$ cat src/rtl/cfr_pkg.sv
package cfr_pkg;

  // Frame layout: five data bytes followed by one CRC byte.
  localparam int unsigned FRAME_DATA = 5;
  localparam int unsigned POS_W      = 3;

  // Reflected form of the polynomial 0x31 (Dallas/Maxim CRC-8).
  localparam logic [7:0] CRC_POLY_REFL = 8'h8C;

  // Saturation limits.
  localparam logic [POS_W-1:0] COUNT_MAX   = 3'd7;
  localparam logic [7:0]       SILENCE_MAX = 8'hFF;
  localparam logic [7:0]       REPEAT_MAX  = 8'hFF;

  // Reset values of the configuration registers.
  localparam logic [7:0] CRC_SEED_RST     = 8'h5A;
  localparam logic [7:0] LINK_TIMEOUT_RST = 8'd5;

  // Configuration register indexes.
  localparam int unsigned CFG_IDX_W = 1;
  localparam logic [CFG_IDX_W-1:0] REG_CRC_SEED     = 1'b0;
  localparam logic [CFG_IDX_W-1:0] REG_LINK_TIMEOUT = 1'b1;

  // Item kinds carried on the input tuser.
  localparam logic OP_BYTE = 1'b0;
  localparam logic OP_TICK = 1'b1;

  // Width of the packed result word.
  localparam int unsigned OUT_DATA_W = 48;

  typedef logic [FRAME_DATA-1:0][7:0] frame_t;

  // One result word before packing.
  typedef struct packed {
    logic        frame_checked;
    logic        frame_good;
    logic        fields_updated;
    logic [7:0]  horiz_state;
    logic [7:0]  vert_state;
    logic [7:0]  power_state;
    logic [15:0] battery_voltage;
    logic        link_lost;
  } result_t;

endpackage

$ cat src/rtl/cfr_crc8.sv
module cfr_crc8
  import cfr_pkg::*;
(
  input  logic [7:0] crc_in,
  input  logic [7:0] data_in,
  output logic [7:0] crc_out
);

  // Bytewise reflected CRC-8: eight shift steps on an 8-bit value.
  always_comb begin
    logic [7:0] c;
    c = crc_in ^ data_in;
    for (int i = 0; i < 8; i++) begin
      if (c[0]) begin
        c = (c >> 1) ^ CRC_POLY_REFL;
      end else begin
        c = c >> 1;
      end
    end
    crc_out = c;
  end

endmodule

$ cat src/rtl/crc8_confirmed_frame_receiver.sv
// Receives link bytes (tuser low) and one-second ticks (tuser high) and returns
// exactly one result word for every input word, one word per clock cycle
// while out_tready is high: the word is captured in an input register, the
// CRC-8 byte step and the frame checks run in a single cycle, and the result
// lands in an output register backed by a one-word skid register, so input is
// still taken while a result waits. A frame is five data bytes and a CRC-8
// byte (reflected 0x31, seed from register 0) closed by tlast; frames of any
// other length are dropped. A good frame clears the silence counter; the first
// good frame that matches the previous good frame latches the state, power and
// battery fields. link_lost is high while the tick count since the last good
// frame is at least the timeout in register 1.
module crc8_confirmed_frame_receiver
  import cfr_pkg::*;
(
  input  logic                  clk,
  input  logic                  rst_n,
  // Configuration write port.
  input  logic                  cfg_we,
  input  logic [CFG_IDX_W-1:0]  cfg_index,
  input  logic [7:0]            cfg_wdata,
  // Input stream.
  input  logic                  in_tvalid,
  output logic                  in_tready,
  input  logic [7:0]            in_tdata,   // [7:0] rx_byte
  input  logic                  in_tuser,   // [0] operation
  input  logic                  in_tlast,   // last_byte
  // Result stream.
  output logic                  out_tvalid,
  input  logic                  out_tready,
  // [0] frame_checked, [1] frame_good, [2] fields_updated, [10:3] horiz_state,
  // [18:11] vert_state, [26:19] power_state, [42:27] battery_voltage,
  // [43] link_lost, [47:44] zero
  output logic [OUT_DATA_W-1:0] out_tdata
);

  // Configuration registers.
  logic [7:0] crc_seed_r;
  logic [7:0] link_timeout_r;

  // Input register.
  logic       item_valid_r;
  logic       item_op_r;
  logic [7:0] item_byte_r;
  logic       item_last_r;

  // Receiver state.
  logic [POS_W-1:0] byte_count_r, byte_count_nxt;
  logic [7:0]       running_crc_r, running_crc_nxt;
  frame_t           frame_store_r, frame_store_nxt;
  frame_t           previous_frame_r, previous_frame_nxt;
  logic [7:0]       repeat_count_r, repeat_count_nxt;
  logic [7:0]       silence_count_r, silence_count_nxt;
  logic [7:0]       horiz_r, horiz_nxt;
  logic [7:0]       vert_r, vert_nxt;
  logic [7:0]       power_r, power_nxt;
  logic [15:0]      battery_r, battery_nxt;

  // Output register and skid register.
  logic    out_valid_r;
  result_t out_res_r;
  logic    skid_valid_r;
  result_t skid_res_r;

  logic       advance;
  logic       pop;
  logic [7:0] crc_base;
  logic [7:0] crc_step;
  result_t    res_nxt;

  // A word leaves the input register whenever the skid register is free.
  assign advance   = item_valid_r && !skid_valid_r;
  assign pop       = out_valid_r && out_tready;
  assign in_tready = !item_valid_r || advance;

  // Configuration writes.
  always_ff @(posedge clk) begin
    if (!rst_n) begin
      crc_seed_r     <= CRC_SEED_RST;
      link_timeout_r <= LINK_TIMEOUT_RST;
    end else if (cfg_we) begin
      case (cfg_index)
        REG_CRC_SEED:     crc_seed_r     <= cfg_wdata;
        REG_LINK_TIMEOUT: link_timeout_r <= cfg_wdata;
        default: ;
      endcase
    end
  end

  // Input register.
  always_ff @(posedge clk) begin
    if (!rst_n) begin
      item_valid_r <= 1'b0;
    end else if (in_tready) begin
      item_valid_r <= in_tvalid;
    end
  end

  always_ff @(posedge clk) begin
    if (in_tready && in_tvalid) begin
      item_op_r   <= in_tuser;
      item_byte_r <= in_tdata;
      item_last_r <= in_tlast;
    end
  end

  // The first byte of a frame starts from the seed.
  assign crc_base = (byte_count_r == '0) ? crc_seed_r : running_crc_r;

  cfr_crc8 u_crc8 (
    .crc_in  (crc_base),
    .data_in (item_byte_r),
    .crc_out (crc_step)
  );

  // Next state and result for the word in the input register.
  always_comb begin
    logic [7:0] rep_inc;
    byte_count_nxt     = byte_count_r;
    running_crc_nxt    = running_crc_r;
    frame_store_nxt    = frame_store_r;
    previous_frame_nxt = previous_frame_r;
    repeat_count_nxt   = repeat_count_r;
    silence_count_nxt  = silence_count_r;
    horiz_nxt          = horiz_r;
    vert_nxt           = vert_r;
    power_nxt          = power_r;
    battery_nxt        = battery_r;
    res_nxt            = '0;
    rep_inc = (repeat_count_r != REPEAT_MAX) ? repeat_count_r + 8'd1 : repeat_count_r;

    if (item_op_r == OP_TICK) begin
      if (silence_count_r != SILENCE_MAX) begin
        silence_count_nxt = silence_count_r + 8'd1;
      end
    end else begin
      // Data bytes are stored and folded into the CRC.
      if (byte_count_r < POS_W'(FRAME_DATA)) begin
        frame_store_nxt[byte_count_r] = item_byte_r;
        running_crc_nxt               = crc_step;
      end
      if (item_last_r) begin
        // Only a six-byte frame is checked; the CRC byte is at position five.
        if (byte_count_r == POS_W'(FRAME_DATA)) begin
          res_nxt.frame_checked = 1'b1;
          if (item_byte_r == running_crc_r) begin
            res_nxt.frame_good = 1'b1;
            silence_count_nxt  = '0;
            if (previous_frame_r == frame_store_r) begin
              repeat_count_nxt = rep_inc;
              if (rep_inc == 8'd1) begin
                horiz_nxt   = frame_store_r[0];
                vert_nxt    = frame_store_r[1];
                power_nxt   = frame_store_r[2];
                battery_nxt = {frame_store_r[4], frame_store_r[3]};
                res_nxt.fields_updated = 1'b1;
              end
            end else begin
              previous_frame_nxt = frame_store_r;
              repeat_count_nxt   = '0;
            end
          end
        end
        byte_count_nxt  = '0;
        running_crc_nxt = crc_seed_r;
      end else if (byte_count_r < COUNT_MAX) begin
        byte_count_nxt = byte_count_r + 1'b1;
      end
    end

    res_nxt.horiz_state     = horiz_nxt;
    res_nxt.vert_state      = vert_nxt;
    res_nxt.power_state     = power_nxt;
    res_nxt.battery_voltage = battery_nxt;
    res_nxt.link_lost       = (silence_count_nxt >= link_timeout_r);
  end

  // Receiver state registers.
  always_ff @(posedge clk) begin
    if (!rst_n) begin
      byte_count_r     <= '0;
      running_crc_r    <= CRC_SEED_RST;
      previous_frame_r <= '0;
      repeat_count_r   <= '0;
      silence_count_r  <= '0;
      horiz_r          <= '0;
      vert_r           <= '0;
      power_r          <= '0;
      battery_r        <= '0;
    end else if (advance) begin
      byte_count_r     <= byte_count_nxt;
      running_crc_r    <= running_crc_nxt;
      previous_frame_r <= previous_frame_nxt;
      repeat_count_r   <= repeat_count_nxt;
      silence_count_r  <= silence_count_nxt;
      horiz_r          <= horiz_nxt;
      vert_r           <= vert_nxt;
      power_r          <= power_nxt;
      battery_r        <= battery_nxt;
    end
  end

  // The frame store is always written before it is read.
  always_ff @(posedge clk) begin
    if (advance) begin
      frame_store_r <= frame_store_nxt;
    end
  end

  // Output register with skid: a new result goes to the output register when
  // it is free or being emptied, otherwise it waits in the skid register.
  always_ff @(posedge clk) begin
    if (!rst_n) begin
      out_valid_r  <= 1'b0;
      skid_valid_r <= 1'b0;
    end else if (skid_valid_r) begin
      if (pop) begin
        skid_valid_r <= 1'b0;
      end
    end else if (advance) begin
      if (!out_valid_r || pop) begin
        out_valid_r <= 1'b1;
      end else begin
        skid_valid_r <= 1'b1;
      end
    end else if (pop) begin
      out_valid_r <= 1'b0;
    end
  end

  always_ff @(posedge clk) begin
    if (skid_valid_r) begin
      if (pop) begin
        out_res_r <= skid_res_r;
      end
    end else if (advance) begin
      if (!out_valid_r || pop) begin
        out_res_r <= res_nxt;
      end else begin
        skid_res_r <= res_nxt;
      end
    end
  end

  assign out_tvalid = out_valid_r;
  assign out_tdata  = {4'b0000,
                       out_res_r.link_lost,
                       out_res_r.battery_voltage,
                       out_res_r.power_state,
                       out_res_r.vert_state,
                       out_res_r.horiz_state,
                       out_res_r.fields_updated,
                       out_res_r.frame_good,
                       out_res_r.frame_checked};

  // A waiting skid word always has a word ahead of it.
  assert property (@(posedge clk) disable iff (!rst_n)
    skid_valid_r |-> out_valid_r)
    else $error("skid register holds a word while the output register is empty");

  // A tick leaves the frame in progress untouched.
  assert property (@(posedge clk) disable iff (!rst_n)
    (advance && item_op_r == OP_TICK) |=> ($stable(byte_count_r) && $stable(running_crc_r)))
    else $error("tick disturbed the frame in progress");

  // A good frame clears the silence counter.
  assert property (@(posedge clk) disable iff (!rst_n)
    (advance && res_nxt.frame_good) |=> (silence_count_r == '0))
    else $error("silence counter not cleared by a good frame");

  // Fields are latched only on a good frame whose repeat count became one.
  assert property (@(posedge clk) disable iff (!rst_n)
    (advance && res_nxt.fields_updated) |=> (repeat_count_r == 8'd1))
    else $error("fields latched with repeat count other than one");

endmodule
$ cat config.mk
export PLATFORM = sky130hd
export DESIGN_NAME = crc8_confirmed_frame_receiver
export DESIGN_NICKNAME = d
export VERILOG_FILES = /design/src/rtl/cfr_pkg.sv /design/src/rtl/cfr_crc8.sv /design/src/rtl/crc8_confirmed_frame_receiver.sv
export SDC_FILE = /design/constraint.sdc
export NUM_CORES = 1
export LEC_CHECK = 0
export ABC_CLOCK_PERIOD_IN_PS = 5000
export BUFFER_PORTS_ARGS = -buffer_cell sky130_fd_sc_hd__buf_2
export CAP_MARGIN = 25
export CORE_MARGIN = 2
export CORE_UTILIZATION = 30
export CTS_CLUSTER_DIAMETER = 200
export DETAILED_ROUTE_END_ITERATION = 8
export GPL_TIMING_DRIVEN = 0
export PLACE_DENSITY = 0.43
export SYNTH_ARGS = -nofsm -noshare
export SYNTH_HDL_FRONTEND = slang
export SYNTH_SLANG_ARGS = --single-unit
export TNS_END_PERCENT = 100
$ cat constraint.sdc
create_clock -name clk -period 5 [get_ports clk]
set_input_delay 0.75 -clock clk [delete_from_list [all_inputs] [get_ports clk]]
set_output_delay 0.75 -clock clk [all_outputs]
set_load 0.01 [all_outputs]
==> results.sh <==
export IMPL_worst_slew_pin_slew_ps=959
export IMPL_crit_path_start_kind="flop"
export IMPL_timing_max_cap_violations=0
export IMPL_ctsResizeCount=0
export IMPL_avgRoutedWirePerCell_um=17.7
export IMPL_r2r_end="out_tdata[43]"
export IMPL_wl_um=29900
export IMPL_rr_worst_depth=16
export IMPL_dp_cells=1623
export IMPL_fin_area_um2=13800
export IMPL_multi_input_comb_area_um2=4550
export IMPL_worstHoldPathType="in -> reg"
export IMPL_vias=7790
export IMPL_drt_iter0_drc=383
export IMPL_insertion_delay_ps=520
export IMPL_peakVddDrop_mv=0.194
export IMPL_fin_crit_ps=3870
export IMPL_p_comb_share_pct=5.2
export IMPL_numCtsBuffers=34
export IMPL_grt_overflow=0
export IMPL_cts_tree="done"
export IMPL_rsz0062_at_grt="no"
export IMPL_synth_area_um2=11500
export IMPL_crit_arrival_ps=4120
export IMPL_p_sw_w=0.00115
export IMPL_timing_hold_ws_ps=417
export IMPL_whs_path_depth=1
export IMPL_ant_nets=0
export IMPL_switching_share_pct=22.7
export IMPL_total_power_w=0.00505
export IMPL_rrSetupSlack_ps=1130
export IMPL_path_buf_inv=2
export IMPL_max_freq_mhz=259
export IMPL_die_height_um=200
export IMPL_dp_hpwl_um=21000
export IMPL_pin_count=74
export IMPL_port_buffers=68
export IMPL_clk_pin_slew_worst_paths_ps=60
export IMPL_criticalPathCategory="reg -> reg"
export IMPL_whs_endpoint="item_last_r"
export IMPL_initial_utilization_pct=30.5
export IMPL_row_count=71
export IMPL_clkPwrFrac_pct=48.0
export IMPL_relSlewSlack_pct=35.5
export IMPL_n_antenna_cell=0
export IMPL_grt_pass1_wl_um=46200
export IMPL_required_ps=5250
export IMPL_setup_violations=0
export IMPL_synth_top_area_share_pct=35.9
export IMPL_cts_setup_buffers=0
export IMPL_r2r_start="byte_count_r[1]"
export IMPL_layoutNonFillerInstCount=1685
export IMPL_power_internal_w=0.00390
export IMPL_synth_edf_count=138
export IMPL_die_area_um2=40000
export IMPL_power_leakage_nw=5.12
export IMPL_critPathMaxStageDelay_ps=500
export IMPL_hold_start="in_tlast"
export IMPL_h_tree_depth=2
export IMPL_worst_path_max_delay_cell="nand4_1"
export IMPL_synthToLayoutAreaGrowth_pct=19.4
export IMPL_drcViolationCount=0
export IMPL_yosys_warnings=0
export IMPL_synth_top_cells_by_count="192 x nand2_1, 138 x edfxtp_1, 126 x dfxtp_1"
export IMPL_drv_slew=0
export IMPL_cts_sinks=264
export IMPL_fin_crit_sh_pct=77.3
export IMPL_layout_drive_gt1_share_pct=19.7
export IMPL_gp_congestion=0.813
export IMPL_synth_cell_types=54
export IMPL_synth_largest_area_cell="edfxtp_1"
export IMPL_pwr_density_cell_nw_per_um2=367
export IMPL_hold_buffers=0
export IMPL_cp_common_cell="a21o_1"
export IMPL_nets=1185
export IMPL_grt_antenna_before_repair=3
export IMPL_ys_ff_latch=264
export IMPL_drtPass1Iterations=6
export IMPL_hold_viol=0
export IMPL_grt_max_degree=33
export IMPL_path_cells="clkbuf_1 -> inv_1 -> ha_1 -> nand4b_1 -> nor2_1 -> nand4_1 -> nand3_1 -> o21a_1 -> ha_1 -> nand2b_1 -> a21o_1 -> a21o_1 -> a21o_1 -> a211oi_1 -> o21a_1 -> o31ai_1"
export IMPL_yosysMostFrequentCell="nand2_1"
export IMPL_fillCellCount=3731
export IMPL_ys_seq_area_share_pct=57.8
export IMPL_ys_async_sr_fraction_pct=0
export IMPL_fp_coreArea_um2=37800
export IMPL_fin_skew_ps=21.1
export IMPL_grt_pass1_vias=7679
export IMPL_synthCells=1033
export IMPL_cp_end_kind="flop"
export IMPL_clk_path_buf_depth=3
export IMPL_pwr_share_seq_pct=46.7
export IMPL_critical_path_max_fanout=9
export IMPL_fin_util_pct=36.5
export IMPL_crit_family="simple AND/OR/NAND/NOR gates"
export IMPL_outcome="finished, final reports clean"
export IMPL_grt_usage_pct=15.4
export IMPL_seq_area_um2=6670
export IMPL_ys_flop_type="edfxtp_1"
export IMPL_die_w_um=200
export IMPL_ctsRootBufferMaster="clkbuf_16"
export IMPL_synth_area_per_cell_um2=11.2
export IMPL_ys_top_cells_by_area="edfxtp_1 36%, dfxtp_1 22%, nand2_1 6.2%"
export IMPL_vias_per_cell=4.62
export IMPL_post_dp_cell_area_um2=12700
[worst register-to-register path: cells and delay by family, from the launching register on]
| kind | cells | cell delay, ps |
|---|---|---|
| adders and majority gates | 2 | 380 |
| DFF | 1 | 310 |
| buffers and inverters | 2 | 380 |
| and+or+nand+nor | 5 | 1330 |
| AOI/OAI and AO/OA | 7 | 1200 |
[placed cells by master, fill, tap and decap left out, types with 33 or more instances in the layout]
cell type,count
mux2_2,40
nand2_1,192
buf_2,77
nand3_1,52
a21oi_1,54
clkbuf_16,35
nor2_1,33
clkbuf_1,55
xor2_1,45
dfxtp_1,126
mux2_4,39
o21ai_1,48
edfxtp_1,138
[area by class of cell]
cell class	count	area share [%]
Clock buffer	51	7.16
Buffer	64	2.20
Sequential cell	264	48.4
Timing Repair Buffer	76	3.22
Multi-Input combinational cell	691	33.0
Tap cell	511	4.64
Clock inverter	11	0.899
Inverter	17	0.463
[flip-flops by register name, summed over array words and instances (netlist names)]
| signal | cells |
|---|---|
| power_r | 8 |
| repeat_count_r | 8 |
| vert_r | 8 |
| crc_seed_r | 8 |
| byte_count_r | 3 |
| previous_frame_r | 40 |
| frame_store_r | 40 |
| item_op_r | 1 |
| battery_r | 16 |
| out_tdata | 44 |
| item_last_r | 1 |
| skid_valid_r | 1 |
| silence_count_r | 8 |
| horiz_r | 8 |
| out_tvalid | 1 |
| running_crc_r | 8 |
| item_byte_r | 8 |
| link_timeout_r | 8 |
| skid_res_r | 44 |
| item_valid_r | 1 |
[how the worst max path moves through the flow]
stage	start	endpoint	cells past startpoint
floorplan	skid_valid_r	out_tdata[0]	5
global placement	skid_valid_r	out_tdata[11]	5
detailed placement	byte_count_r[1]	out_tdata[43]	16
CTS	byte_count_r[1]	out_tdata[43]	16
global route	byte_count_r[1]	out_tdata[43]	16
finish	byte_count_r[1]	out_tdata[43]	16
[per-stage QoR]
stage,worst slack [ps],setup TNS (ps)
5_1_grt,851,0
6_report,1130,0
3_5_place_dp,1130,0
2_1_floorplan,1310,0
3_3_place_gp,-1210,-52600
4_1_cts,1110,0
[power groups by stage]
| stage | Sequential [W] | Clock (W) | Combinational (W) |
|---|---|---|---|
| 2_1_floorplan | 0.00240 | 0 | 0.000167 |
| 3_3_place_gp | 0.00241 | 0 | 0.000261 |
| 3_5_place_dp | 0.00241 | 0 | 0.000269 |
| 4_1_cts | 0.00236 | 0.00250 | 0.000271 |
| 5_1_grt | 0.00237 | 0.00259 | 0.000296 |
| 6_report | 0.00236 | 0.00243 | 0.000264 |
[routing by layer]
metal | global-route usage [%] | part of all wire (%) | vias to the layer above
met5 | 0 | 0.044 | -
met4 | 4.77 | 2.4 | 2
met3 | 2.64 | 3.8 | 50
met2 | 24.5 | 46 | 150
met1 | 21.3 | 48 | 3711
li1 | - | - | 3877
[kinds of logic (layout without fill, tap and decap cells)]
| kind of cell | after synthesis | count (layout) | synth area share, % |
|---|---|---|---|
| and+or+nand+nor | 344 | 344 | 13.3 |
| adders and majority gates | 13 | 13 | 1.41 |
| xor gates and xnor gates | 69 | 69 | 5.36 |
| other | 1 | 4 | 0.0325 |
| muxes | 99 | 99 | 10.7 |
| AOI/OAI and AO/OA | 162 | 162 | 8.14 |
| DFF | 264 | 264 | 57.8 |
| buffers and inverters | 81 | 219 | 3.18 |
(Power assumes the default switching activity.)
